File: config.mk
export PLATFORM = sky130hd
export DESIGN_NAME = descriptor_bitstream_field_parser
export DESIGN_NICKNAME = d
export VERILOG_FILES = /design/src/hdl/dbfp_pkg.sv /design/src/hdl/descriptor_bitstream_field_parser.sv
export VERILOG_INCLUDE_DIRS = /design/src /design/src/hdl
export SDC_FILE = /design/constraint.sdc
export NUM_CORES = 1
export LEC_CHECK = 0
export BUFFER_PORTS_ARGS = -buffer_cell sky130_fd_sc_hd__buf_2
export CORE_MARGIN = 3
export CORE_UTILIZATION = 40
export DETAILED_ROUTE_END_ITERATION = 6
export PLACE_DENSITY_LB_ADDON = 0.2
export SLEW_MARGIN = 10
export SYNTH_ARGS = -nofsm -noshare
export SYNTH_HDL_FRONTEND = slang
export SYNTH_SLANG_ARGS = --single-unit
File: constraint.sdc
create_clock -name clk -period 8.8 [get_ports clk]
set_clock_uncertainty 0.05 [all_clocks]
set_input_delay 2.64 -clock clk [delete_from_list [all_inputs] [get_ports clk]]
set_output_delay 2.64 -clock clk [all_outputs]
set_load 0.05 [all_outputs]
File: src/hdl/descriptor_bitstream_field_parser_assert.svh
// Assertion macros for the descriptor bitstream field parser
`ifndef DESCRIPTOR_BITSTREAM_FIELD_PARSER_ASSERT_SVH
`define DESCRIPTOR_BITSTREAM_FIELD_PARSER_ASSERT_SVH
// implication checked on every rising clock edge outside reset
`define DBFP_ASSERT_IMP(label, ante, cons) \
  label: assert property (@(posedge clk) disable iff (rst) (ante) |-> (cons)) \
    else $error("assertion failed");
// condition that always holds outside reset
`define DBFP_ASSERT_ALWAYS(label, cond) \
  label: assert property (@(posedge clk) disable iff (rst) (cond)) \
    else $error("assertion failed");
`endif

File: src/hdl/dbfp_pkg.sv
// ----------------------------------------------------------------------------
// dbfp_pkg
// Types and codes shared by the descriptor bitstream field parser.
// ----------------------------------------------------------------------------
`default_nettype none
package dbfp_pkg;
  localparam int DESC_W = 16;
  localparam int BYTE_W = 8;

  typedef enum logic [1:0] {
    KIND_END  = 2'd0,
    KIND_UINT = 2'd1,
    KIND_BOOL = 2'd2,
    KIND_STR  = 2'd3
  } kind_t;

  typedef enum logic [2:0] {
    ST_OK        = 3'd0,
    ST_BAD_REF   = 3'd1,
    ST_MISALIGN  = 3'd2,
    ST_TRUNC     = 3'd3,
    ST_TOO_LARGE = 3'd4
  } status_t;

  typedef enum logic [4:0] {
    S_IDLE   = 5'b00001,
    S_SETTLE = 5'b00010,
    S_BIT    = 5'b00100,
    S_OUT    = 5'b01000,
    S_TAIL   = 5'b10000
  } state_t;
endpackage
`default_nettype wire

File: src/hdl/descriptor_bitstream_field_parser.sv
// ----------------------------------------------------------------------------
// descriptor_bitstream_field_parser
// Splits message bytes MSB first into descriptor-defined fields.
// ----------------------------------------------------------------------------
// Each accepted byte is consumed one bit per settle/bit state pair. In the
// plain case a byte runs from its transfer in idle through a settle/bit pair
// per bit, then a settle and a tail, to the next possible transfer. Each
// field opened or skipped adds a settle pass, each result that pushes out a
// held one adds an output transfer plus any m_tready stall, and a truncation
// close adds a tail pass. Results are held one deep so that the final result
// of a byte carries m_tlast. Only one byte is in flight at a time; s_tready
// is high again once its last result is taken.
`default_nettype none
module descriptor_bitstream_field_parser #(
  parameter int NUM_FIELDS        = 8,
  parameter int VALUE_BITS        = 64,
  parameter int LENGTH_UNITS_BITS = 16
) (
  input  wire logic        clk,
  input  wire logic        rst,
  input  wire logic        s_tvalid,
  output logic             s_tready,
  input  wire logic [7:0]  s_tdata,   // data_byte[7:0]
  input  wire logic        s_tuser,   // message_start[0]
  input  wire logic        s_tlast,   // data_end
  output logic             m_tvalid,
  input  wire logic        m_tready,
  output logic [71:0]      m_tdata,   // field_index[2:0], field_value[66:3],
                                      // status[69:67], zero[71:70]
  output logic [1:0]       m_tuser,   // is_string_byte[0], message_end[1]
  output logic             m_tlast,
  input  wire logic        cfg_valid,
  output logic             cfg_ready,
  input  wire logic [2:0]  cfg_index,
  input  wire logic [15:0] cfg_data
);
  import dbfp_pkg::*;

  localparam int PW = 4;
  localparam int RW = LENGTH_UNITS_BITS + 3;

  typedef struct packed {
    status_t     st;
    logic [63:0] val;
    logic        str;
    logic        mend;
    logic [2:0]  idx;
  } result_t;

  logic [DESC_W-1:0]     desc [8];
  logic [63:0]           vals [8];
  logic                  vals_we;
  logic [63:0]           vals_wd;
  state_t                state, state_next;
  state_t                ret, ret_next;    // state after output
  logic                  aborted, aborted_next;
  logic                  active, active_next;
  kind_t                 akind, akind_next;
  logic [PW-1:0]         fp, fp_next;
  logic [7:0]            vmask, vmask_next;
  logic [VALUE_BITS-1:0] acc, acc_next;
  logic [RW-1:0]         rem, rem_next;
  logic [7:0]            sh, sh_next;
  logic [2:0]            k, k_next;
  logic                  nbits, nbits_next;  // still bits of the byte to consume
  logic                  dend, dend_next;
  result_t               held, held_next;    // newest result, not yet sent
  logic                  held_valid, held_valid_next;
  result_t               obuf, obuf_next;    // result on the output
  logic                  obuf_last, obuf_last_next;
  logic                  put_en;
  result_t               put_r;
  state_t                put_cont;

  assign cfg_ready = 1'b1;
  assign s_tready  = (state == S_IDLE);
  assign m_tvalid  = (state == S_OUT);
  assign m_tdata   = {2'b00, obuf.st, obuf.val, obuf.idx};
  assign m_tuser   = {obuf.mend, obuf.str};
  assign m_tlast   = obuf_last;

  always_ff @(posedge clk) begin
    if (rst) begin
      for (int i = 0; i < 8; i++) desc[i] <= '0;
    end else if (cfg_valid) begin
      desc[cfg_index] <= cfg_data;
    end
  end

  always_ff @(posedge clk) begin
    if (vals_we) vals[fp[2:0]] <= vals_wd;
  end

  // settle decode
  logic [DESC_W-1:0] d;
  kind_t             dk;
  logic [63:0]       len;
  logic [2:0]        rix;
  logic [63:0]       bits;
  logic              fp_done;
  logic              too_big;
  always_comb begin
    d       = desc[fp[2:0]];
    dk      = kind_t'(d[1:0]);
    rix     = d[6:4];
    len     = d[3] ? vals[rix] : {56'd0, d[15:8]};
    bits    = d[2] ? {len[60:0], 3'b000} : len;
    fp_done = (fp >= PW'(NUM_FIELDS));
    too_big = (len > 64'((1 << LENGTH_UNITS_BITS) - 1)) ||
              (dk == KIND_UINT && bits > 64'(VALUE_BITS));
  end

  always_comb begin
    logic [VALUE_BITS-1:0] na;
    logic [RW-1:0]         nr;
    na              = {acc[VALUE_BITS-2:0], sh[7]};
    nr              = rem - RW'(1);
    state_next      = state;
    ret_next        = ret;
    aborted_next    = aborted;
    active_next     = active;
    akind_next      = akind;
    fp_next         = fp;
    vmask_next      = vmask;
    acc_next        = acc;
    rem_next        = rem;
    sh_next         = sh;
    k_next          = k;
    nbits_next      = nbits;
    dend_next       = dend;
    held_next       = held;
    held_valid_next = held_valid;
    obuf_next       = obuf;
    obuf_last_next  = obuf_last;
    vals_we         = 1'b0;
    vals_wd         = '0;
    put_en          = 1'b0;
    put_r           = '0;
    put_r.idx       = fp[2:0];
    put_r.st        = ST_OK;
    put_cont        = S_SETTLE;
    case (state)
      S_IDLE: begin
        if (s_tvalid) begin
          sh_next    = s_tdata;
          dend_next  = s_tlast;
          k_next     = '0;
          nbits_next = 1'b1;
          if (s_tuser) begin
            fp_next      = '0;
            acc_next     = '0;
            rem_next     = '0;
            vmask_next   = '0;
            active_next  = 1'b0;
            aborted_next = 1'b0;
            state_next   = S_SETTLE;
          end else if (!aborted) begin
            state_next = S_SETTLE;
          end
        end
      end
      S_SETTLE: begin
        if (active) begin
          state_next = nbits ? S_BIT : S_TAIL;
        end else begin
          acc_next = '0;
          if (fp_done || dk == KIND_END) begin
            put_en = 1'b1; put_r.mend = 1'b1; put_cont = S_TAIL;
            aborted_next = 1'b1;
          end else if (d[3] && !vmask[rix]) begin
            put_en = 1'b1; put_r.mend = 1'b1; put_r.st = ST_BAD_REF;
            put_cont = S_TAIL; aborted_next = 1'b1;
          end else if (dk == KIND_BOOL) begin
            akind_next = dk; rem_next = RW'(1); active_next = 1'b1;
          end else if (dk == KIND_STR && nbits && k != 3'd0) begin
            put_en = 1'b1; put_r.mend = 1'b1; put_r.st = ST_MISALIGN;
            put_cont = S_TAIL; aborted_next = 1'b1;
          end else if (too_big) begin
            put_en = 1'b1; put_r.mend = 1'b1; put_r.st = ST_TOO_LARGE;
            put_cont = S_TAIL; aborted_next = 1'b1;
          end else if (bits == 64'd0) begin
            fp_next = fp + PW'(1);
            if (dk == KIND_UINT) begin
              vals_we = 1'b1;
              vmask_next[fp[2:0]] = 1'b1;
              put_en = 1'b1;
            end
          end else begin
            akind_next = dk; rem_next = RW'(bits); active_next = 1'b1;
          end
        end
      end
      S_BIT: begin
        sh_next    = {sh[6:0], 1'b0};
        k_next     = k + 3'd1;
        if (k == 3'd7) nbits_next = 1'b0;
        acc_next   = na;
        rem_next   = nr;
        state_next = S_SETTLE;
        if (akind == KIND_STR) begin
          if (k == 3'd7) begin
            put_en = 1'b1; put_r.val = {56'd0, na[7:0]}; put_r.str = 1'b1;
            acc_next = '0;
          end
          if (nr == '0) begin
            fp_next = fp + PW'(1); active_next = 1'b0; acc_next = '0;
          end
        end else if (nr == '0) begin
          vals_we = 1'b1; vals_wd = 64'(na);
          vmask_next[fp[2:0]] = 1'b1;
          put_en = 1'b1; put_r.val = 64'(na);
          fp_next = fp + PW'(1); active_next = 1'b0; acc_next = '0;
        end
      end
      S_TAIL: begin
        if (!aborted && dend) begin
          put_en = 1'b1; put_r.mend = 1'b1; put_r.st = ST_TRUNC;
          put_cont = S_TAIL; aborted_next = 1'b1; active_next = 1'b0;
        end else if (held_valid) begin
          obuf_next = held; obuf_last_next = 1'b1; held_valid_next = 1'b0;
          state_next = S_OUT; ret_next = S_IDLE;
        end else begin
          state_next = S_IDLE;
        end
      end
      S_OUT: begin
        if (m_tready) state_next = ret;
      end
      default: state_next = S_IDLE;
    endcase
    // a new result pushes the held one out; the tail sends the last as final
    if (put_en) begin
      if (held_valid) begin
        obuf_next = held; obuf_last_next = 1'b0; held_next = put_r;
        state_next = S_OUT; ret_next = put_cont;
      end else begin
        held_next = put_r; held_valid_next = 1'b1; state_next = put_cont;
      end
    end
  end

  always_ff @(posedge clk) begin
    if (rst) begin
      state      <= S_IDLE;
      ret        <= S_IDLE;
      aborted    <= 1'b1;
      active     <= 1'b0;
      akind      <= KIND_END;
      fp         <= '0;
      vmask      <= '0;
      acc        <= '0;
      rem        <= '0;
      sh         <= '0;
      k          <= '0;
      nbits      <= 1'b0;
      dend       <= 1'b0;
      held       <= '0;
      held_valid <= 1'b0;
      obuf       <= '0;
      obuf_last  <= 1'b0;
    end else begin
      state      <= state_next;
      ret        <= ret_next;
      aborted    <= aborted_next;
      active     <= active_next;
      akind      <= akind_next;
      fp         <= fp_next;
      vmask      <= vmask_next;
      acc        <= acc_next;
      rem        <= rem_next;
      sh         <= sh_next;
      k          <= k_next;
      nbits      <= nbits_next;
      dend       <= dend_next;
      held       <= held_next;
      held_valid <= held_valid_next;
      obuf       <= obuf_next;
      obuf_last  <= obuf_last_next;
    end
  end

  `include "descriptor_bitstream_field_parser_assert.svh"
  `DBFP_ASSERT_IMP(a_out_hold, m_tvalid && !m_tready, state == S_OUT)
  `DBFP_ASSERT_IMP(a_no_in_busy, state != S_IDLE, !s_tready)
  `DBFP_ASSERT_IMP(a_end_last, m_tvalid && m_tuser[1], m_tlast)
endmodule
`default_nettype wire

==> results of run 1 <==
cell usage in the layout (no fill, tap or decap), drive strengths merged, types with 44 or more instances in the layout:
cell type | netlist | final
edfxtp | 632 | 632
nor2 | 310 | 310
dfxtp | 270 | 270
and2 | 197 | 197
mux2i | 175 | 175
buf | 44 | 149
clkbuf | 99 | 138
a21oi | 123 | 123
nand2 | 103 | 103
a22oi | 102 | 102
nor4 | 48 | 48
nor3 | 44 | 44
layer usage:
| metal | vias up | routed length [um] | GRT usage [%] |
|---|---|---|---|
| met5 | - | 13 | 0 |
| li1 | 9715 | - | - |
| met3 | 109 | 4107 | 2.914 |
| met2 | 552 | 39960 | 30.28 |
| met1 | 10570 | 37230 | 24.81 |
| met4 | 2 | 1836 | 4.765 |
flip-flops by register name, indices dropped and copies added (netlist names), 3 cells and up, named ones only:
name   cells
acc       63
desc     120
fp         4
held      72
k          3
rem       19
sh         8
state      5
vals     512
vmask      8
cells in the mapped netlist (all sizes together) (23+ instances only):
| library cell | count | area [um^2] |
|---|---|---|
| a21oi | 123 | 619.4 |
| a22oi | 102 | 765.7 |
| and2 | 197 | 1232 |
| buf | 44 | 381.6 |
| clkbuf | 99 | 371.6 |
| dfxtp | 270 | 5405 |
| edfxtp | 632 | 18980 |
| mux2i | 175 | 1752 |
| mux4 | 39 | 878.3 |
| nand2 | 103 | 386.6 |
| nand3 | 41 | 205.2 |
| nor2 | 310 | 1164 |
| nor3 | 44 | 225.2 |
| nor4 | 48 | 306.5 |
| o21ai | 35 | 175.2 |
| or2 | 23 | 143.9 |
| or4 | 25 | 187.7 |
per-stage QoR:
step | setup slack, ns | hold WS (ns) | cells | utilization, %
after floorplan | 0.3007 | 0.3813 | 2543 | -
final | 1.909 | 0.4074 | 3870 | 46.19
after global routing | 1.596 | 0.4373 | 3870 | 46.19
after detailed placement | 1.909 | 0.4032 | 3694 | 42.74
after global placement | 2.004 | 0.4022 | 3694 | 42.74
after CTS | 1.851 | 0.4119 | 3869 | 46.19
cell type report:
cell class / instances / area, um^2 / area share (%)
flip-flops and latches: 902 / 24380 / 61.42
multi-input cells: 1482 / 9920 / 24.99
clock buffers: 137 / 2576 / 6.489
well taps: 1144 / 1431 / 3.605
repair buffers: 150 / 942.2 / 2.373
clock inverters: 38 / 384.1 / 0.9675
inverters: 16 / 60.06 / 0.1513
diodes: 1 / 2.502 / 0.006303
cells by family after synthesis:
logic type	Yosys count
flops	902
simple gates	855
compound gates	382
mux	228
buf+inv	159
fa+ha+maj	7
xor+xnor	7
other cells	2
power by group through the flow:
stage / clock (W) / combinational (W) / sequential, W
floorplan: 0 / 0.00106 / 0.00468
global placement: 0 / 0.00145 / 0.00471
detailed placement: 0 / 0.00146 / 0.00471
CTS: 0.00386 / 0.00146 / 0.00462
global route: 0.00405 / 0.00158 / 0.00463
finish: 0.00378 / 0.00146 / 0.00462
critical path: stages, from the launching register on:
cell and delay, ns:
dfxtp_2 0.50, buf_4 0.59, mux2_2 0.40, mux4_2 0.81, and2_1 0.55, nand3_1 0.18, nand4_1 0.15, a211oi_2 0.46
a41oi_1 0.19, or4_1 0.64, nor3_2 0.34, a31oi_1 0.26, nand2b_1 0.32, nor2_4 0.15, buf_4 0.77
final timing paths:
check | startpoint | end | slack, ns | depth (start not counted)
setup reg to reg | flip-flop | vals[6][57] | 1.91 | 14
hold / removal | held[69] | held[69] | 0.41 | 2
hold reg to reg | held[69] | held[69] | 0.41 | 2
setup / recovery | flip-flop | vals[6][57] | 1.91 | 14
==> results.yml, run 1 <==
placement:
  place_congestion: 0.8255
  io_buffers: 107
  place_hpwl_um: 50160
  place_area_um2: 36740
cells_and_area:
  final_cell_area_um2: 39700
  final.fill_count: 7648
  area_growth_pct: 13.41
  final_nets: 2686
  drive_above_1_share_pct: 13.91
global_route:
  grt_pass1_wl_um: 126900
  track_usage_pct: 18.15
  grt_max_degree: 89
  antenna_found_initial: 3
  grt_pass1_vias: 21270
  grt_overflow: 0
clocking:
  cts_sinks: 902
  h-tree-depth: 3
  clockBufferDepth: 3
  cts_tree: "yes"
  clk_pin_slew_worst_paths_ns: 0.06
  clock_latency_ns: 0.65
  cts_hold_buf: 0
  post_cts_buffers: 0
  cts_resized: 0
  clock-root-buffer: "clkbuf_16"
  cts_buffers: 93
route:
  drt_iter0_markers: 1690
  vias: 20950
  vias_per_cell: 5.414
  wl_um: 83160
  wl_per_cell_um: 21.49
  post-route-drc-count: 0
  firstDrtPassIters: 6
  ant_nets: 0
synth:
  ys_seq_elements: 902
  ys_types: 87
  postSynthCellCount: 2542
  synth_compound_area_share_pct: 7.352
  synth_warnings: 0
  syn_avg_cell_area_um2: 13.77
  async_flop_share_pct: 0
  synth-simple-area-share_pct: 12.26
  ys_seq_area_share_pct: 69.65
  synth.mux.area_fraction_pct: 7.963
  synth_area_um2: 35010
  synthFlopType: "edfxtp_1"
  synth_enable_flop_cells: 632
  synth_top_family_by_area: "simple AND/OR/NAND/NOR gates"
  yosys.area_share.xor_xnor_pct: 0.1751
  synthAdderAreaFrac_pct: 0.2502
power:
  swShare_pct: 26.92
  p_leak_nw: 13.53
  power_frac_comb_pct: 14.8
  pwr-share-seq_pct: 46.9
  irDropWorstVdd_mv: 0.1574
  p_sw_w: 0.002654
  p_per_area_nw_per_um2: 248.3
  finalPower_w: 0.009856
  p_int_w: 0.007203
  pwr-share-clk_pct: 38.3
floorplanning:
  io_pins: 112
  rows: 107
  dieArea_um2: 91100
  start_util_pct: 40.73
  fp.dieW_um: 301.8
  coreArea_um2: 85950
  fp.dieH_um: 301.8
critical_path:
  crit_arrival_ns: 7.07
  critPathKind: "flip-flop to flip-flop"
  crit_required_ns: 8.98
  endpoint_kind: "flip-flop"
  crit_path_start_kind: "flip-flop"
  crit_fanout: 64
status:
  status: "completed"
sta:
  final_max_slew_viol_count: 0
  finalSetupViolCount: 0
  slew_headroom_pct: 23.33
  rsz0062_at_grt: "no"
  period_share_pct: 78.31
  finalSetupTns_ns: 0
  fmax_mhz: 145.1
  timing_hold_violations_final: 0
  period_minus_slack_ns: 6.891
  worstMarginPinSlew_ns: 1.143
run:
  max_cap_viol_count: 0
hold_path:
  hold_class: "flip-flop to flip-flop"
Power figures use the tool's default switching activity.
==> run 2, diff against run 1 <==
clock period = 6.1 ns   (was 8.8 ns; I/O delays follow)
==> results.yml, run 2 (same netlist as run 1, synthesis figures left out) <==
status:
  status: "completed"
global_route:
  met2_usage_pct: 29.30
  grt_overflow: 0
  grt_use_met3_pct: 2.605
  grt_pass1_vias: 20650
  grt_max_degree: 81
  track_usage_pct: 17.99
  antenna_found_initial: 2
  met1_usage_pct: 25.64
  busiest_layer: "met2"
  grt_pass1_wl_um: 125900
cells_and_area:
  final-seq-area_um2: 24380
  final.fill_count: 7597
  final_common_cell: "edfxtp_1"
  fin_util_pct: 46.77
  mostFrequentLayoutCells: "edfxtp_1 (632), nor2_1 (305), dfxtp_1 (269)"
  largest_reg_flops: 512
  multi_input_area_um2: 9938
  num_antenna_cells: 0
  final_nets: 2715
  area_growth_pct: 14.82
  drive_above_1_share_pct: 14.85
critical_path:
  slowest_delay_ns: 0.85
  endpoint_kind: "flip-flop"
  crit_path_start_kind: "flip-flop"
  critPathKind: "flip-flop to flip-flop"
  crit_fanout: 25
  crit_required_ns: 6.39
  crit_top_cell: "buf_4"
  path_cells: "mux2i_1 -> mux4_4 -> buf_4 -> nor2_1 -> buf_4 -> a22oi_1 -> a21oi_1 -> a31oi_1 -> nor4_1 -> o21ai_1 -> nor3_2 -> a31oi_1 -> or2_2 -> nor3_4 -> buf_4"
  slowest_stage: "mux4_4"
  crit_arrival_ns: 6.02
placement:
  place_hpwl_um: 52760
  place_ws_ns: 0.1496
  place_congestion: 0.8422
  io_buffers: 107
clocking:
  clockBufferDepth: 3
  cts_buffers: 95
  clock_latency_ns: 0.66
  h-tree-depth: 3
  clk_pin_slew_worst_paths_ns: 0.06
  cts_resized: 0
  cts_tree: "yes"
  cts_hold_buf: 0
  cts_sinks: 902
  post_cts_buffers: 0
  clock-root-buffer: "clkbuf_16"
floorplanning:
  fp.dieH_um: 301.8
  coreArea_um2: 85950
  rows: 107
  dieArea_um2: 91100
  io_pins: 112
  start_util_pct: 40.73
  fp.dieW_um: 301.8
sta:
  timing_hold_violations_final: 0
  fin_ws_ns: 0.3741
  period_share_pct: 93.87
  final_max_slew_viol_count: 0
  slew_headroom_pct: 32.32
  worstMarginPinSlew_ns: 1.015
  period_minus_slack_ns: 5.726
  hold_slack_ns: 0.4132
  fmax_mhz: 174.6
  finalSetupViolCount: 0
  rsz0062_at_grt: "no"
route:
  wl_per_cell_um: 21.24
  ant_nets: 0
  vias: 21100
  wl_um: 82780
  post-route-drc-count: 0
  firstDrtPassIters: 7
  vias_per_cell: 5.414
  drt_iter0_markers: 1755
hold_path:
  hold_class: "flip-flop to flip-flop"
  hold_start: "held[71]"
power:
  p_leak_nw: 13.77
  finalPower_w: 0.01441
  p_per_area_nw_per_um2: 358.6
  irDropWorstVdd_mv: 0.2702
run:
  max_cap_viol_count: 0
==> run 2: area by class of cell <==
| class | instances | area share (%) |
|---|---|---|
| flip-flops and latches | 902 | 60.67 |
| multi-input cells | 1482 | 24.73 |
| clock buffers | 131 | 6.543 |
| well taps | 1144 | 3.561 |
| repair buffers | 177 | 3.287 |
| clock inverters | 46 | 1.068 |
| inverters | 16 | 0.1494 |
==> run 2: routing by layer <==
layer | share of wire, % | vias up
li1 | - | 9798
met1 | 46 | 10640
met2 | 47 | 565
met3 | 5.1 | 95
met4 | 1.5 | 4
met5 | 0.033 | -
==> run 2: worst paths after layout <==
check | endpoint | slack (ns) | cells after the start
setup / recovery | vals[0][13] | 0.37 | 15
hold / removal | held[71] | 0.41 | 2
setup reg to reg | vals[0][13] | 0.37 | 15
hold reg to reg | held[71] | 0.41 | 2
==> run 2: critical path: cells and delay by family (launching register included) <==
| family | cells | cell delay, ns |
|---|---|---|
| AO/OA/AOI/OAI | 5 | 0.97 |
| buffers and inverters | 3 | 0.80 |
| flip-flops | 1 | 0.63 |
| multiplexers | 2 | 1.00 |
| AND/OR/NAND/NOR | 5 | 1.95 |
==> run 2: where the power goes <==
part / switching [W] / internal, W
clock: 0.00235 / 0.00324
combinational: 0.00142 / 0.000716
sequential: 0.000101 / 0.00659
==> run 2: per-stage QoR <==
stage | instance area [um^2] | TNS (ns) | instances
after floorplan | 35030 | -234.69 | 2543
after global placement | 37120 | 0 | 3720
after detailed placement | 37120 | 0 | 3720
after CTS | 40170 | 0 | 3897
after global routing | 40190 | 0 | 3898
final | 40190 | 0 | 3898
